--- src/pdi_pkg.sv ---
// Package for the point distance block: the shared stage control struct
// and the fixed width of the distance result. It depends on nothing.
package pdi_pkg;

    // Width of the distance result field
    localparam int DIST_WIDTH = 32;

    // Per-stage control: incoming valid and the load strobe of the stage
    typedef struct packed {
        logic valid;
        logic load;
    } stage_ctl_t;

endpackage

--- src/pdi_square.sv ---
// Squaring stage: one multiplier per axis, products registered.
// Depends on pdi_pkg for the stage control struct.
module pdi_square #(
    parameter int COORD_WIDTH = 31
) (
    input  logic                          clk,
    input  logic                          rst_n,
    input  pdi_pkg::stage_ctl_t           ctl,
    input  logic [COORD_WIDTH-1:0]        dx,
    input  logic [COORD_WIDTH-1:0]        dy,
    output logic                          valid,
    output logic [2*COORD_WIDTH-1:0]      sq_x,
    output logic [2*COORD_WIDTH-1:0]      sq_y
);

    localparam int CW = COORD_WIDTH;
    localparam int PW = 2 * COORD_WIDTH;

    logic          valid_reg;
    logic [PW-1:0] sq_x_reg;
    logic [PW-1:0] sq_y_reg;
    logic [PW-1:0] sq_x_next;
    logic [PW-1:0] sq_y_next;

    // Exact squares of the magnitudes
    always_comb
    begin
        sq_x_next = {{CW{1'b0}}, dx} * {{CW{1'b0}}, dx};
        sq_y_next = {{CW{1'b0}}, dy} * {{CW{1'b0}}, dy};
    end

    // Stage valid
    always_ff @(posedge clk or negedge rst_n)
    begin
        if (!rst_n)
        begin
            valid_reg <= 1'b0;
        end
        else if (ctl.load)
        begin
            valid_reg <= ctl.valid;
        end
    end

    // Stage payload
    always_ff @(posedge clk)
    begin
        if (ctl.load)
        begin
            sq_x_reg <= sq_x_next;
            sq_y_reg <= sq_y_next;
        end
    end

    assign valid = valid_reg;
    assign sq_x  = sq_x_reg;
    assign sq_y  = sq_y_reg;

endmodule

--- config.mk ---
export PLATFORM = sky130hd
export DESIGN_NAME = pdi_square
export DESIGN_NICKNAME = d
export VERILOG_FILES = /design/src/pdi_pkg.sv /design/src/pdi_square.sv
export SDC_FILE = /design/constraint.sdc
export NUM_CORES = 2
export LEC_CHECK = 0
export BUFFER_PORTS_ARGS = -buffer_cell sky130_fd_sc_hd__clkbuf_2
export CAP_MARGIN = 5
export CORE_AREA = 2 2 245 489
export DETAILED_ROUTE_END_ITERATION = 8
export DIE_AREA = 0 0 247 491
export PLACE_DENSITY = 0.66
export SYNTH_ARGS = -nofsm -noshare
export SYNTH_HDL_FRONTEND = slang
export SYNTH_SLANG_ARGS = --single-unit
export TNS_END_PERCENT = 5
--- constraint.sdc ---
create_clock -name clk -period 2.3 [get_ports clk]
set_clock_uncertainty 0.1 [all_clocks]
set_input_delay 0.69 -clock clk [delete_from_list [all_inputs] [get_ports clk]]
set_output_delay 0.69 -clock clk [all_outputs]
set_load 0.05 [all_outputs]
==> results by group <==
Detailed routing
  • Routed WL: 197,900 um
  • Initial DRC Count: 1,946
  • Drt pass-1 iters: 7
  • Vias per cell: 5.286
  • Number of routed nets with antenna violations: 0
  • Wire per inst: 22.48 um
  • Vias post-DR: 46,545
  • # DRC: 4

Floorplan
  • Die area: 121,300 um^2
  • IO Count: 191
  • Rows: 178
  • Die H: 491 um
  • Starting density of the core: 49.80%
  • Core area: 117,400 um^2
  • Die W: 247 um

Clocking
  • CTS tree: built
  • TritonCTS Buffers: 17
  • Skew-Pair Late Insertion Delay: 0.51 ns
  • Clock sink count: 123
  • Root Buffer: clkbuf_16
  • H-tree depth: 4
  • Reg clk slew, reported paths: 0.08 ns
  • Bufs on Longest Clock Path: 2

Worst setup path
  • Worst R2R Start: valid
  • Critical Path Start Type: input pin
  • Critical Path Sink Type: flip-flop
  • Critical path peak fanout: 4
  • Arr. time, crit path: 7.73 ns
  • Buffers and inverters on the worst path: 9
  • Worst R2R Path Depth: 1
  • Worst Setup SP: dy[7]
  • CP most frequent cell: fa_1
  • Delay-heaviest family, CP: adder cells
  • CP max stage delay: 0.57 ns
  • R2R Path End: valid
  • Kind of critical path: input pin to flip-flop
  • Reg2Reg Setup Slack: 1.46 ns
  • Slowest-stage cell, CP: fa_1
  • Worst EP required: 2.47 ns

Hold path
  • Hold path startpoint: ctl[1]
  • Worst min-delay path class: input pin to flip-flop
  • Hold Crit Depth: 2
  • Hold Path Sink: valid

STA
  • Slew margin rel.: 65.39%
  • Tcrit/Tclk final: 328.5%
  • Fin Setup TNS: -506.39 ns
  • Final Hold Fails: 0
  • Count of pins over their slew limit: 0
  • Min Tclk post-route: 7.555 ns
  • Least-Margin Pin Slew: 0.5191 ns
  • Fmax: 132.4 MHz
  • PnR worst setup slack: -5.255 ns
  • Final setup fails: 116
  • RSZ-0062 raised after global routing: yes

Logic synthesis
  • Yosys warns: 0
  • Synth Flop Type: edfxtp_1
  • Yosys top cell by area: fa_1
  • Syn avg cell area: 9.634 um^2
  • Yosys cell types: 76
  • FF+latch count, synth: 123
  • Number of synthesized flops with an enable pin: 122
  • Gate Count Post-Synth: 6,067
  • Sequential fraction of the synthesis area: 6.310%
  • Area share of the largest cell type after synthesis: 51.20%
  • Main area contributors after synthesis: fa_1, inv_1, ha_1, edfxtp_1, and2_1
  • Post-Synthesis Cell Area: 58,450 um^2
  • Async set-reset flop share out of synthesis: 0.8130%

Finish
  • Share of cells above drive strength 1: 24.45%
  • End-of-flow core utilization: 62.40%
  • Most common cell after layout, fill and taps aside: inv_1
  • Final Instance Area: 73,240 um^2
  • P&R area growth vs syn: 25.30%
  • Non-Filler Instances: 8,805
  • Most frequent cells in the layout: inv_1, fa_1, buf_4
  • Final #Nets: 9,355
  • Number of fill cells: 9,696

Status
  • Failing checks: DRC, setup timing
  • Status: finished with violations

Global routing
  • Overall Global Routing Usage: 34.01%
  • First-pass GRT wire length: 299,500 um
  • Met2 Usage GRT: 63.68%
  • Gr ovfl total: 0
  • Grt met3 use: 6.472%
  • Initial antenna violation count: 5
  • Vias in the first global route: 54,345
  • Pin count of the biggest net entering global routing: 31
  • GRT busiest layer: met2
  • Met1 Use GR: 27.60%

Placement
  • Port bufs: 188
  • Post-DP Area: 70,170 um^2
  • Detailed-placement wirelength estimate: 172,200 um
  • Placed cell count: 8,730
  • GP Congestion: 1.068

Flow run
  • Max-Cap Viols: 0
per-layer routing:
layer / routed length, um / vias to the layer above
li1: - / 20059
met1: 52160 / 23718
met2: 109000 / 1714
met3: 9916 / 1048
met4: 26760 / 6
met5: 33 / -
how the worst max path moves through the flow:
stage | endpoint | cells after the start
detailed placement | sq_y[55] | 27
global route | sq_x[56] | 23
global placement | sq_y[61] | 24
finish | sq_y[49] | 28
CTS | sq_y[49] | 26
floorplan | sq_y[58] | 27
per-stage QoR:
| step | hold WS (ns) | setup WS, ns |
|---|---|---|
| finish | 0.3146 | -5.255 |
| detailed placement | 0.3668 | -6.256 |
| floorplan | 0.2944 | -5.204 |
| CTS | 0.2814 | -5.184 |
| global route | 0.3086 | -5.412 |
| global placement | 0.3650 | -6.274 |
timing repair:
item / CTS / global route
pin swaps: 148 / 68
endpoints found under the hold margin: 1 / 0
setup buffers: 27 / 9
hold buffers: 1 / 0
setup endpoints to repair: 116 / 116
cloned: 1 / 2
resized for setup: 277 / 169
cell type report:
cell class,count,area [um^2],area share [%]
multi-input combinational,3890,48680,66.47
timing repair buffer,1408,11510,15.71
inverter,1819,6837,9.335
sequential,123,3689,5.036
tap,1530,1914,2.614
clock buffer,17,425.4,0.5809
clock inverter,15,173.9,0.2375
antenna,3,7.507,0.01025
kinds of logic (layout without fill, tap and decap cells):
logic type                 Yosys count  count (layout)  share of synthesized area, %
buffers and inverters             2055            3259                         13.22
adders and majority gates         2030            2030                         62.66
and+or+nand+nor                   1245            1245                         10.20
AOI/OAI and AO/OA                  446             446                         5.075
xor gates and xnor gates           160             160                         2.397
DFF                                123             123                         6.310
muxes                                7               7                        0.1263
other                                1               5                      0.006416
synthesized netlist by cell type, drive strengths merged, types with 11 or more instances:
cell type  instances
inv             1819
fa              1495
nand2            586
ha               535
and2             385
clkbuf           228
a21oi            148
nor2             137
edfxtp           122
xnor2             97
a21o              74
o21ai             74
xor2              63
nand4             35
o21bai            26
nor2b             24
nand3             20
a31oi             18
and3              16
o21a              15
a211oi            14
o211ai            13
a31o              11
nor3              11
Power is left out: the tool's default activity adds up to more than one toggle a clock period on the data nets, which glitch-free logic cannot reach.
