## src/pdi_pkg.sv

```systemverilog
// Package for the point distance block: the shared stage control struct
// and the fixed width of the distance result. It depends on nothing.
package pdi_pkg;

    // Width of the distance result field
    localparam int DIST_WIDTH = 32;

    // Per-stage control: incoming valid and the load strobe of the stage
    typedef struct packed {
        logic valid;
        logic load;
    } stage_ctl_t;

endpackage

```

## src/pdi_root_step.sv

```systemverilog
// One digit of the bit-pair integer square root, as a registered stage.
// Depends on pdi_pkg for the stage control struct.
module pdi_root_step #(
    parameter int SUM_WIDTH = 63,
    parameter int STEP      = 0
) (
    input  logic                 clk,
    input  logic                 rst_n,
    input  pdi_pkg::stage_ctl_t  ctl,
    input  logic [SUM_WIDTH-1:0] rem_in,
    input  logic [SUM_WIDTH-1:0] root_in,
    output logic                 valid,
    output logic [SUM_WIDTH-1:0] rem_out,
    output logic [SUM_WIDTH-1:0] root_out
);

    localparam int SW = SUM_WIDTH;
    localparam logic [SW-1:0] PROBE = SW'(1) << (2 * STEP);

    logic          valid_reg;
    logic [SW-1:0] rem_reg;
    logic [SW-1:0] root_reg;
    logic [SW-1:0] rem_next;
    logic [SW-1:0] root_next;
    logic [SW-1:0] trial;

    // Trial subtract of root + probe; keep the remainder if it would go negative
    always_comb
    begin
        trial = root_in + PROBE;
        if (rem_in >= trial)
        begin
            rem_next  = rem_in - trial;
            root_next = (root_in >> 1) + PROBE;
        end
        else
        begin
            rem_next  = rem_in;
            root_next = root_in >> 1;
        end
    end

    // Stage valid
    always_ff @(posedge clk or negedge rst_n)
    begin
        if (!rst_n)
        begin
            valid_reg <= 1'b0;
        end
        else if (ctl.load)
        begin
            valid_reg <= ctl.valid;
        end
    end

    // Stage payload
    always_ff @(posedge clk)
    begin
        if (ctl.load)
        begin
            rem_reg  <= rem_next;
            root_reg <= root_next;
        end
    end

    assign valid    = valid_reg;
    assign rem_out  = rem_reg;
    assign root_out = root_reg;

endmodule

```

## config.mk

```make
export PLATFORM = sky130hd
export DESIGN_NAME = pdi_root_step
export DESIGN_NICKNAME = d
export VERILOG_FILES = /design/src/pdi_pkg.sv /design/src/pdi_root_step.sv
export SDC_FILE = /design/constraint.sdc
export NUM_CORES = 1
export LEC_CHECK = 0
export ABC_AREA = 1
export ABC_CLOCK_PERIOD_IN_PS = 800
export BUFFER_PORTS_ARGS = -buffer_cell sky130_fd_sc_hd__buf_2
export CAP_MARGIN = 20
export CORE_UTILIZATION = 55
export CTS_BUF_LIST = sky130_fd_sc_hd__clkbuf_8
export DETAILED_ROUTE_END_ITERATION = 12
export GPL_TIMING_DRIVEN = 1
export PLACE_DENSITY = 0.79
export SYNTH_ARGS = -nofsm -noshare
export SYNTH_HDL_FRONTEND = slang
export SYNTH_SLANG_ARGS = --single-unit
```

## constraint.sdc

```tcl
create_clock -name clk -period 0.8 [get_ports clk]
set_input_delay 0 -clock clk [delete_from_list [all_inputs] [get_ports clk]]
set_output_delay 0 -clock clk [all_outputs]
set_load 0.01 [all_outputs]
```

==> run metrics, run 1 <==
total congestion overflow=40; CTS Root Cell=clkbuf_8; htree depth=4; post-synth top area cell=edfxtp_1; Die H=163 um; gr usage total=about four fifths; Syn Nets=2528; Max Root-Sink Buffers=2; worst slack, placed=-2.96 ns; Last stage=global routing (5_1_grt); Netlist cell types=35; syn avg cell area=6.13 um2; CTS buffer count=17; Seq/Total Area, Yosys=26.6%; Cell Area, Synth=14300 um2; io pins=257; Chip Width=163 um; Post-synth EDFFs=roughly 130; synth cell count leaders=nand2_1, inv_1, nand3_1; outcome=stopped before the end; Starting Density=56.5%; first-pass GRT wire length=155000 um; pin count of the biggest net entering global routing=50; row count=58; async set-reset flop share out of synthesis=0.787%; top cell type's share of synthesized area=a little over a quarter; count leader, synth=nand2_1; vias in the first global route=24761; # clock sinks=around 130; synthesized instance count=around 2300; Yosys warnings=0; Tool Error=[ERROR GRT-0116] Global routing finished with congestion. Check the congestion regions in the DRC Viewer.; main area contributors after synthesis=edfxtp_1, nand2_1, inv_1; half-perimeter wire length after placement=54900 um; IO Port Bufs=256; placed cell area=20600 um2; Top FF cell, synth=edfxtp_1; synthesized flop and latch total=127; RePlAce Congestion=1.20; Placed Cells=approximately 3500
## metrics by stage
step | util (%) | hold slack, ns
2_1_floorplan | - | -0.296
3_3_place_gp | 81.3 | -0.225
3_5_place_dp | 81.3 | -0.224
4_1_cts | 90.3 | -0.0184
## what timing repair did
| item | in CTS |
|---|---|
| gates cloned | 2 |
| buffers inserted | 24 |
| gates resized for setup | 182 |
| hold buffers | 77 |
| setup endpoints to repair | 253 |
| pin swaps | 39 |
| hold endpoints to repair | 75 |
## layer usage
layer | global-route usage [%] | overflow
met5 | 46.6 | 1
met4 | 78.2 | 14
met1 | 79.4 | 0
met3 | 67.7 | 2
met2 | 92.8 | 23
## cell families after synthesis
logic type	share of synthesized area [%]
buffers and inverters	14.0
muxes	0.0787
adders and majority gates	5.82
DFF	26.6
xor gates and xnor gates	9.12
and+or+nand+nor	41.0
AOI/OAI and AO/OA	3.31
==> run 2, diff against run 1 <==
--- a/config.mk
+++ b/config.mk
@@ -9,11 +9,10 @@
 export ABC_CLOCK_PERIOD_IN_PS = 800
 export BUFFER_PORTS_ARGS = -buffer_cell sky130_fd_sc_hd__buf_2
 export CAP_MARGIN = 20
-export CORE_UTILIZATION = 55
-export CTS_BUF_LIST = sky130_fd_sc_hd__clkbuf_8
+export CORE_UTILIZATION = 40
 export DETAILED_ROUTE_END_ITERATION = 12
 export GPL_TIMING_DRIVEN = 1
-export PLACE_DENSITY = 0.79
+export PLACE_DENSITY_LB_ADDON = 0.15
 export SYNTH_ARGS = -nofsm -noshare
 export SYNTH_HDL_FRONTEND = slang
 export SYNTH_SLANG_ARGS = --single-unit
==> run 2 against run 1 <==
Net effect:
- synthesized area unchanged
- synthesized cell count unchanged
- the flow now finishes, with violations (negative hold slack, negative setup slack)
==> run metrics, run 2 <==
Critical Path RT=between 1 and 1.5 ns; CP startpoint kind=input port; maximum vdd drop=1.68 mV; number of failing hold endpoints at the final stage=3; gr usage total=approximately two fifths; DR vias=19795; Starting Density=slightly above 40%; CTS tree=yes; fmax=0.309 GHz; async set-reset flop share out of synthesis=0.787%; CP Capture Type=flip-flop; CTS Root Cell=clkbuf_16; layout cells sized above 1=a little over two fifths; first-pass GRT wire length=111000 um; final setup margin=-2.43 ns; CTS buffer count=17; internal power=20.9 mW; Seq/Total Area, Yosys=a little over a quarter; DR vias/cell=5.17; Hold Slack=-0.0101 ns; Post-route DRC=0; htree depth=4; post-route minimum period=3.23 ns; Post-synth EDFFs=126; Top FF cell, synth=edfxtp_1; total congestion overflow=0; Pleak=13.7 nW; sw frac=37.3%; # clock sinks=127; Final Setup Violations=approximately 250; pin count of the biggest net entering global routing=51; CP max FO=9; Clk pwr share=26.4%; fin. max-slew vios=0; Syn Nets=~2500; largest stage delay on the critical path=~0.33 ns; synthesized instance count=2332; Hold Path Class=in -> reg; DIE AREA=36500 um2; Placed Cells=3661; WS Path Type=in -> reg; failing checks=negative hold slack, negative setup slack; main area contributors after synthesis=edfxtp_1, nand2_1, inv_1; most frequent cells in the layout=nand2_1, buf_4, inv_1; P&R area growth vs syn=79.0%; drt pass-1 iters=6; Critical-path top delay cell=xor2_2; Final nets=around 3600; NetSw=12.4 mW; skew final=0 ns; synthesized flop and latch total=127; vias in the first global route=19417; Die H=191 um; half-perimeter wire length after placement=59000 um; outcome=finished, violations left; RSZ-0062 raised after global routing=true; Final Non-Filler Cells=3831; routed wire length=77700 um; Initial DRC Count=1754; syn avg cell area=roughly 6.1 um2; post-synth top area cell=edfxtp_1; RePlAce Congestion=1.02; initial antenna violation count=1; clk_lat worst skew=0.45 ns; Yosys warnings=0; Cell Area, Synth=14300 um2; most used cell, CP=nand2_1; Core Area=approximately 35000 um2; Flop pwr share=26.3%; commonest non-fill, non-tap cell in the layout=nand2_1; placed cell area=21200 um2; combinational fraction of design power=47.3%; Power Density=about 1300 nW/um2; IO Port Bufs=256; Routed Antenna Nets=0; Final Cycle Share=404%; final non-filler cell area=25600 um2; io pins=257; row count=68; Netlist cell types=35; top cell type's share of synthesized area=26.4%; Worst Tran Pin Value=0.405 ns; clk slew on worst S/H paths=0.07 ns; Worst EP arrival=3.45 ns; total of max-cap violations=0; count leader, synth=nand2_1; Slew headroom=72.8%; Chip Width=191 um; synth cell count leaders=nand2_1, inv_1, nand3_1; routed len/inst=20.3 um; Max Root-Sink Buffers=2
[run 2: cell type report]
type | count | area, um2
flip-flops and latches | 127 | 3810
multi-input cells | 1718 | 10600
inverters | 449 | 1690
diodes | 1 | 2.50
well taps | 455 | 569
clock buffers | 19 | 433
clock inverters | 13 | 188
fillers | 2824 | 9270
repair buffers | 1049 | 8270
[run 2: repair_timing]
item | CTS | global route
pin swaps | 46 | 83
resized for setup | 264 | 244
hold endpoints to repair | 71 | 1
cloned | 15 | 5
hold buffers | 68 | 1
setup endpoints to repair | 253 | 258
buffers inserted | 36 | 16
[run 2: metal layers]
metal / vias to the layer above / wire [um] / global-route usage, %
met1: 9232 / 30600 / 51.7
met3: 260 / 6300 / 5.93
met5: - / 0 / 0
li1: 9280 / - / -
met4: 0 / 5640 / 27.2
met2: 1023 / 35100 / 67.9
[run 2: logic make-up after synthesis]
family / Yosys count / synth area share (%)
AND/OR/NAND/NOR: 1409 / 41.0
buffers and inverters: 487 / 14.0
XOR/XNOR: 149 / 9.12
flip-flops: 127 / 26.6
AO/OA/AOI/OAI: 93 / 3.31
adder cells (fa/ha/maj): 66 / 5.82
multiplexers: 1 / 0.0787
[run 2: per-stage QoR]
stage	util, %	total power, mW	setup TNS [ns]	hold WS [ns]	setup slack [ns]
after global routing	73.4	34.5	-334.39	0.00888	-2.52
after global placement	60.7	20.7	-358.26	-0.225	-2.98
final	73.4	33.3	-318.08	-0.0101	-2.43
after CTS	69.7	31.6	-299.22	0.000303	-2.27
after floorplan	-	14.7	-251.41	-0.296	-2.01
after detailed placement	60.7	20.8	-359.82	-0.225	-2.98
[run 2: worst paths after layout]
kind,start,to,slack [ns],cells after the start
worst max register to register,valid$_DFFE_PN0P_,valid$_DFFE_PN0P_,0.06,1
min in group asynchronous,rst_n,valid$_DFFE_PN0P_,0.37,3
worst max-delay path,root_in[8],rem_out[7]$_DFFE_PP_,-2.43,26
max in group asynchronous,rst_n,valid$_DFFE_PN0P_,0.33,3
worst min register to register,valid$_DFFE_PN0P_,valid$_DFFE_PN0P_,0.51,1
worst min-delay path,ctl[0],rem_out[51]$_DFFE_PP_,-0.01,2
[run 2: critical path, delay by kind of cell]
family          cells  cell delay [ns]
fa+ha+maj           1             0.27
simple gates       17             1.83
xor+xnor            1             0.33
buf+inv             6             0.82
compound gates      1             0.18
[run 2: power groups by stage]
stage          Clock [mW]  Combinational, mW  Sequential (mW)
2_1_floorplan           0               5.31             9.34
3_3_place_gp            0               11.8             8.84
3_5_place_dp            0               12.0             8.87
4_1_cts              8.75               14.1             8.74
5_1_grt              9.02               16.7             8.80
6_report             8.79               15.7             8.75
Note: power is estimated with default switching activity, not from simulation.
