<file path="src/pdi_pkg.sv">
// Package for the point distance block: the shared stage control struct
// and the fixed width of the distance result. It depends on nothing.
package pdi_pkg;

    // Width of the distance result field
    localparam int DIST_WIDTH = 32;

    // Per-stage control: incoming valid and the load strobe of the stage
    typedef struct packed {
        logic valid;
        logic load;
    } stage_ctl_t;

endpackage

</file>
<file path="src/pdi_span.sv">
// Front stage: absolute x and y differences between the two points.
// Depends on pdi_pkg for the stage control struct.
module pdi_span #(
    parameter int COORD_WIDTH = 31
) (
    input  logic                          clk,
    input  logic                          rst_n,
    input  pdi_pkg::stage_ctl_t           ctl,
    input  logic signed [COORD_WIDTH-1:0] from_x,
    input  logic signed [COORD_WIDTH-1:0] from_y,
    input  logic signed [COORD_WIDTH-1:0] to_x,
    input  logic signed [COORD_WIDTH-1:0] to_y,
    output logic                          valid,
    output logic        [COORD_WIDTH-1:0] dx,
    output logic        [COORD_WIDTH-1:0] dy
);

    localparam int CW = COORD_WIDTH;

    logic          valid_reg;
    logic [CW-1:0] dx_reg;
    logic [CW-1:0] dy_reg;
    logic [CW-1:0] dx_next;
    logic [CW-1:0] dy_next;
    logic [CW:0]   fwd_x;
    logic [CW:0]   rev_x;
    logic [CW:0]   fwd_y;
    logic [CW:0]   rev_y;

    // Both subtraction orders in parallel; the sign of one picks the magnitude
    always_comb
    begin
        fwd_x = {to_x[CW-1], to_x} - {from_x[CW-1], from_x};
        rev_x = {from_x[CW-1], from_x} - {to_x[CW-1], to_x};
        fwd_y = {to_y[CW-1], to_y} - {from_y[CW-1], from_y};
        rev_y = {from_y[CW-1], from_y} - {to_y[CW-1], to_y};
        dx_next = fwd_x[CW] ? rev_x[CW-1:0] : fwd_x[CW-1:0];
        dy_next = fwd_y[CW] ? rev_y[CW-1:0] : fwd_y[CW-1:0];
    end

    // Stage valid
    always_ff @(posedge clk or negedge rst_n)
    begin
        if (!rst_n)
        begin
            valid_reg <= 1'b0;
        end
        else if (ctl.load)
        begin
            valid_reg <= ctl.valid;
        end
    end

    // Stage payload
    always_ff @(posedge clk)
    begin
        if (ctl.load)
        begin
            dx_reg <= dx_next;
            dy_reg <= dy_next;
        end
    end

    assign valid = valid_reg;
    assign dx    = dx_reg;
    assign dy    = dy_reg;

endmodule

</file>
<file path="config.mk">
export PLATFORM = sky130hd
export DESIGN_NAME = pdi_span
export DESIGN_NICKNAME = d
export VERILOG_FILES = /design/src/pdi_pkg.sv /design/src/pdi_span.sv
export SDC_FILE = /design/constraint.sdc
export NUM_CORES = 1
export LEC_CHECK = 0
export BUFFER_PORTS_ARGS = -buffer_cell sky130_fd_sc_hd__buf_2
export CORE_MARGIN = 5
export CORE_UTILIZATION = 55
export CTS_BUF_LIST = sky130_fd_sc_hd__clkbuf_8
export DETAILED_ROUTE_END_ITERATION = 8
export GPL_TIMING_DRIVEN = 0
export MAX_ROUTING_LAYER = met4
export PLACE_DENSITY = 0.8
export SYNTH_ARGS = -nofsm -noshare
export SYNTH_HDL_FRONTEND = slang
export SYNTH_SLANG_ARGS = --single-unit
</file>
<file path="constraint.sdc">
create_clock -name clk -period 1.6 [get_ports clk]
set_input_delay 0.32 -clock clk [delete_from_list [all_inputs] [get_ports clk]]
set_output_delay 0.32 -clock clk [all_outputs]
set_load 0.05 [all_outputs]
</file>
==> flow_summary.json, run 1 <==
{
  "post-route-min-period_ns": 2.98,
  "first_pass_iters": 9,
  "fin_crit_sh_pct": 187,
  "synth-xor-area-share_pct": 5.50,
  "power.density_nw_per_um2": 852,
  "syn2layout_area_growth_pct": 58.2,
  "cts_tree": "yes",
  "die_h_um": 137,
  "syn_nets": 1375,
  "violations": "design-rule violations, negative setup slack",
  "grtUsageTotal_pct": 33.4,
  "insertion_delay_ns": 0.38,
  "io_pins": 191,
  "htreeDepth": 3,
  "crit_required_ns": 1.70,
  "core_area_sq_um": 15900,
  "dieArea_sq_um": 18800,
  "post-dp-hpwl_um": 21200,
  "place_ws_ns": -1.70,
  "async_flop_share_pct": 1.59,
  "wirelength_um": 39800,
  "drive_above_1_share_pct": 48.2,
  "finClkSkew_ns": 0,
  "root_buffer": "clkbuf_8",
  "place_area_sq_um": 10900,
  "hp-class": "in2reg",
  "start_util_pct": 56.1,
  "vias": 11300,
  "grt_pass1_wl_um": 49000,
  "synth_area_sq_um": 8910,
  "clock_path_buffers": 2,
  "cts.clk_slew.worst_paths_ns": 0.08,
  "ir_worst_vdd_mv": 0.538,
  "fin_cells": 1671,
  "syn-mean-instance-area_sq_um": 7.95,
  "setup_ws_ns": -1.38,
  "vias_per_cell": 6.77,
  "worst-slew-pin-transition_ns": 0.860,
  "fmax_mhz": 335,
  "rows": 46,
  "rsz0062_at_grt": "yes",
  "yosysSeqAreaShare_pct": 21.2,
  "drt-initial-drc-count": 1956,
  "maxCapViolCount": 0,
  "synthAdderAreaFrac_pct": 18.0,
  "ff2ff_path_depth": 1,
  "status": "finished, violations left",
  "syn-instance-count": 1121,
  "synth_top_family_by_area": "compound AO/OA/AOI/OAI gates",
  "gp_congestion": 0.953,
  "ys_warn_count": 0,
  "slew_viol_final": 0,
  "ys.flop_type": "edfxtp_1",
  "fillers": 732,
  "whs_path_depth": 2,
  "cp_max_fo": 3,
  "synth.mux.area_fraction_pct": 3.20,
  "stdcell_area_sq_um": 14100,
  "cts_buffers": 9,
  "synthDistinctLibCells": 74,
  "cts.sinks": 63,
  "slew_headroom_pct": 42.7,
  "final_antenna_net_count": 0,
  "antennaDiodeCount": 0,
  "report.final.hold_viol_count": 0,
  "grt_overflow": 0,
  "start_kind": "input port",
  "synth_edf_count": 62,
  "critPathKind": "in2reg",
  "grt_max_degree": 64,
  "drc_errors": 2,
  "arrival_ns": 3.09,
  "die_width_um": 137,
  "wl_per_cell_um": 23.8,
  "antenna_found_initial": 0,
  "grt_pass1_vias": 10000,
  "endpoint_kind": "register",
  "ys_ff_latch": 63,
  "dp.cells": 1527,
  "leakagePower_nw": 6.52,
  "port_buffers": 190,
  "setup_viol": 60,
  "fin_nets": 1704,
  "yosys.area_share.simple_pct": 13.8,
  "synth_compound_area_share_pct": 28.7
}
==> cells in the mapped netlist (7+ instances only) <==
master    instances  area share [%]
inv_1           146             6.1
ha_1            122              17
a21oi_1         118             6.6
nor2_1           69             2.9
a21o_1           66             5.6
edfxtp_1         62              21
nand2_1          62             2.6
o21ai_0          62             3.5
clkbuf_1         33             1.4
xnor2_1          30             2.9
a211oi_1         28             2.4
xor2_1           26             2.6
mux2i_1          24             2.7
nor3_1           23             1.3
nand3_1          22             1.2
buf_2            18             1.0
nand4_1          17             1.2
nor2b_1          14            0.98
o21a_1           12             1.0
a31oi_1          11            0.77
o21bai_1         11            0.93
o211ai_1         10            0.84
and2_1            9            0.63
and3_1            7            0.49
o31ai_1           7            0.59
==> layer usage <==
metal,track usage [%],up-vias,part of all wire [%]
li1,-,4645,-
met1,38.2,5136,33
met2,56.8,1131,47
met3,4.67,408,11
met4,17.6,0,8.9
met5,-,-,0
==> cells in the final DEF, fill, tap and decap left out, types with 11 or more instances in the layout <==
master and instances:
buf_12 12, clkbuf_8 15, a21oi_4 17, a21o_1 65
a21oi_1 69, buf_4 128, ha_1 86, inv_4 11
o21ai_0 30, buf_6 42, o21ai_2 18, nor2_1 56
o21ai_1 15, xnor2_1 22, inv_2 11, a211oi_2 17
buf_8 12, a21oi_2 35, edfxtp_1 62, buf_2 162
inv_1 119, nor3_1 14, ha_4 32, nand2_1 47
xor2_1 25, nand4_1 17, nand3_1 16
==> through the flow <==
stage,total power [mW],TNS (ns),util [%],hold WS [ns]
finish,12.0,-66.98,88.8,0.230
CTS,10.8,-51.50,82.4,0.176
floorplan,6.49,-56.09,-,0.0244
global route,12.3,-68.71,88.8,0.201
detailed placement,7.80,-102.29,68.6,0.0958
global placement,7.74,-99.41,68.6,0.0952
==> report_power, final <==
| group | switching (mW) | internal (mW) |
|---|---|---|
| sequential | 0.0967 | 2.30 |
| combinational | 4.77 | 3.01 |
| clock | 0.752 | 1.09 |
==> logic make-up (layout without fill, tap and decap cells) <==
family,count (synthesis),count (layout)
compound gates,387,387
xor+xnor,56,56
fa+ha+maj,126,126
buf+inv,208,542
flops,63,63
mux,28,28
simple gates,253,253
==> final timing paths <==
kind                                      to         startpoint  slack, ns
max                         dx[16]$_DFFE_PP_          from_x[0]      -1.38
min                        valid$_DFFE_PN0P_             ctl[1]       0.23
max reg2reg                valid$_DFFE_PN0P_  valid$_DFFE_PN0P_       0.79
min reg2reg                valid$_DFFE_PN0P_  valid$_DFFE_PN0P_       0.59
max in group asynchronous  valid$_DFFE_PN0P_              rst_n       1.27
min in group asynchronous  valid$_DFFE_PN0P_              rst_n       0.25
==> repair_timing <==
action | CTS | global route
resized for setup | 269 | 161
pin swaps | 114 | 111
cloned | 9 | 0
setup buffers | 92 | 53
hold buffers | 1 | 0
setup endpoints to repair | 60 | 60
hold endpoints to repair | 1 | 0
==> worst max-delay path: stages <==
cell,delay [ns]
buf_8,0.09
inv_4,0.03
ha_4,0.16
fa_2,0.42
nand3b_1,0.24
a21oi_2,0.29
nor3_1,0.16
o21a_1,0.24
o21ai_1,0.31
nand3_1,0.22
nor4bb_4,0.22
a21oi_1,0.24
xor2_1,0.13
==> cell type report <==
| cell class | instances | area (sq um) | area share, % |
|---|---|---|---|
| inverters | 146 | 612 | 4.34 |
| clock buffers | 10 | 138 | 0.976 |
| clock inverters | 6 | 116 | 0.825 |
| well taps | 216 | 270 | 1.92 |
| multi-input cells | 850 | 8180 | 58.0 |
| flip-flops and latches | 63 | 1890 | 13.4 |
| repair buffers | 338 | 2460 | 17.5 |
| plain buffers | 42 | 440 | 3.12 |
Power figures use the tool's default switching activity.
==> run 2: changes to the inputs <==
--- a/config.mk
+++ b/config.mk
@@ -5,6 +5,7 @@
 export SDC_FILE = /design/constraint.sdc
 export NUM_CORES = 1
 export LEC_CHECK = 0
+export ABC_AREA = 1
 export BUFFER_PORTS_ARGS = -buffer_cell sky130_fd_sc_hd__buf_2
 export CORE_MARGIN = 5
 export CORE_UTILIZATION = 55
@@ -12,7 +13,7 @@
 export DETAILED_ROUTE_END_ITERATION = 8
 export GPL_TIMING_DRIVEN = 0
 export MAX_ROUTING_LAYER = met4
-export PLACE_DENSITY = 0.8
+export PLACE_DENSITY = 0.78
 export SYNTH_ARGS = -nofsm -noshare
 export SYNTH_HDL_FRONTEND = slang
 export SYNTH_SLANG_ARGS = --single-unit
==> run 2 against run 1 <==
  * The flow finishes with violations (negative setup slack)
  * Total power is 8.8% higher
  * Register-to-register slack better by 0.05 ns
  * Routed wire length is 32% higher
  * Sequential power is 2% lower
  * Critical path depth is 2 lower
  * Combinational power is 18% higher
  * Fmax is 44% higher
  * Clock power is 17% lower
  * Flip-flop and latch count stayed put
==> flow_summary.json, run 2 <==
{
  "htreeDepth": 3,
  "synth_area_sq_um": 11800,
  "syn-instance-count": 2005,
  "post-dp-hpwl_um": 31700,
  "synth_top_area_cell": "nand2_1",
  "place_area_sq_um": 14000,
  "status": "finished, violations left",
  "leakagePower_nw": 9.92,
  "cts.sinks": 63,
  "fin_total_pwr_mw": 13.1,
  "die_width_um": 156,
  "fmax_mhz": 484,
  "place_ws_ns": -0.975,
  "ir_worst_vdd_mv": 0.397,
  "cp_max_fo": 5,
  "synthDistinctLibCells": 41,
  "dieArea_sq_um": 24400,
  "start_kind": "input port",
  "cts_tree": "yes",
  "grt_pass1_wl_um": 68600,
  "layout_commonest_cell": "nand2_1",
  "cts_buffers": 9,
  "root_buffer": "clkbuf_8",
  "crit_required_ns": 1.72,
  "io_pins": 191,
  "synth.most_common_cell": "nand2_1",
  "yosysSeqAreaShare_pct": 16.0,
  "setup_ws_ns": -0.467,
  "cp_top_family": "simple AND/OR/NAND/NOR gates",
  "async_flop_share_pct": 1.59,
  "first_pass_iters": 9,
  "drt-initial-drc-count": 1632,
  "syn-mean-instance-area_sq_um": 5.87,
  "synth.top_cells.by_count": "nand2_1 (819), inv_1 (406), ha_1 (122)",
  "grt_overflow": 0,
  "slew_headroom_pct": 43.7,
  "drc_errors": 0,
  "setup_viol": 60,
  "port_buffers": 190,
  "rows": 53,
  "antennaDiodeCount": 0,
  "hp-class": "in2reg",
  "mostFrequentLayoutCells": "nand2_1 (597), inv_1 (334), buf_4 (179), nand2_2 (177), buf_2 (133)",
  "gp_congestion": 1.01,
  "syn_nets": 2259,
  "synth_edf_count": 62,
  "power.density_nw_per_um2": 723,
  "clock_path_buffers": 2,
  "regArea_sq_um": 1890,
  "arrival_ns": 2.19,
  "crit_path_max_incr_delay_ns": 0.27,
  "multi_input_area_sq_um": 10600,
  "path_cells": "buf_6, ha_4, nand2_1, nand2_1, inv_1, nand2_1, nand2_1, nand3b_1, buf_4, xnor2_2, o21ai_2",
  "slew_viol_final": 0,
  "critPathKind": "in2reg",
  "wl_per_cell_um": 19.8,
  "drive_above_1_share_pct": 43.0,
  "grt_pass1_vias": 14300,
  "setup-tns-final_ns": -19.48,
  "grtUsageTotal_pct": 35.6,
  "finClkSkew_ns": 0,
  "worst-slew-pin-transition_ns": 0.845,
  "wirelength_um": 52700,
  "ys_top_cells_by_area": "nand2_1 (26%), edfxtp_1 (16%), ha_1 (13%), inv_1 (13%), nand3_1 (5.0%)",
  "fin_crit_sh_pct": 129,
  "core_area_sq_um": 21000,
  "stdcell_area_sq_um": 18100,
  "cts.clk_slew.worst_paths_ns": 0.09,
  "crit_top_cell": "nand2_1",
  "ys_warn_count": 0,
  "violations": "negative setup slack",
  "slowest_stage": "ha_4",
  "antenna_found_initial": 0,
  "post-route-min-period_ns": 2.07,
  "die_h_um": 156,
  "endpoint_kind": "register",
  "rsz0062_at_grt": "yes",
  "final_antenna_net_count": 0,
  "ys_ff_latch": 63,
  "maxCapViolCount": 0,
  "path_buf_inv": 3,
  "fin_nets": 2637,
  "ys.flop_type": "edfxtp_1",
  "synth.top_cell.area_share_pct": 26.1,
  "grt_max_degree": 64,
  "fillers": 1195,
  "vias_per_cell": 5.83,
  "start_util_pct": 56.0,
  "syn2layout_area_growth_pct": 53.8,
  "vias": 15500,
  "insertion_delay_ns": 0.36,
  "report.final.hold_viol_count": 0
}
==> run 2: kinds of logic (layout without fill, tap and decap cells) <==
group	count (synthesis)	in the layout	share of synthesized area, %
simple gates	1141	1144	41.4
buf+inv	469	849	16.9
compound gates	140	140	7.18
xor+xnor	65	65	4.84
flops	63	63	16.0
fa+ha+maj	126	126	13.6
mux	1	1	0.0956
==> run 2: final timing paths <==
path / startpoint / endpoint / slack (ns) / cells past startpoint
hold / removal: ctl[1] / valid$_DFFE_PN0P_ / 0.20 / 2
setup / recovery: to_y[6] / dy[11]$_DFFE_PP_ / -0.47 / 11
hold reg to reg: valid$_DFFE_PN0P_ / valid$_DFFE_PN0P_ / 0.53 / 1
setup reg to reg: valid$_DFFE_PN0P_ / valid$_DFFE_PN0P_ / 0.84 / 1
min in group asynchronous: rst_n / valid$_DFFE_PN0P_ / 0.27 / 2
max in group asynchronous: rst_n / valid$_DFFE_PN0P_ / 1.25 / 2
==> run 2: layer usage <==
metal	GRT usage, %	wire length, um	vias to the layer above
li1	-	-	6832
met1	36.2	16900	6937
met2	66.2	26000	1262
met3	3.62	4830	489
met4	20.4	4920	0
met5	-	0	-
==> run 2: per-stage QoR <==
stage | utilization, % | hold WS [ns] | instances
after global routing | 86.1 | 0.191 | 2663
after CTS | 79.1 | 0.192 | 2613
after floorplan | - | 0.0244 | 2005
final | 86.1 | 0.198 | 2663
after detailed placement | 66.5 | 0.0951 | 2470
after global placement | 66.5 | 0.0943 | 2470
==> run 2: where the power goes <==
part	internal, mW	switching (mW)
Clock	0.724	0.810
Combinational	3.45	5.74
Sequential	2.26	0.102
Total	6.43	6.65
==> run 2: layout make-up <==
class | instances | share of cell area, %
timing repair buffer | 399 | 17.6
clock buffer | 9 | 0.684
inverter | 423 | 9.33
sequential | 63 | 10.4
buffer | 11 | 0.912
tap | 275 | 1.90
clock inverter | 7 | 0.401
multi-input combinational | 1476 | 58.8
==> run 2: repair_timing <==
item | 4_1_cts | 5_1_grt
pin swaps | 160 | 166
endpoints found under the setup margin | 60 | 60
cloned | 10 | 3
hold buffers | 1 | 0
endpoints found under the hold margin | 1 | 0
gates resized for setup | 395 | 312
buffers inserted | 145 | 61
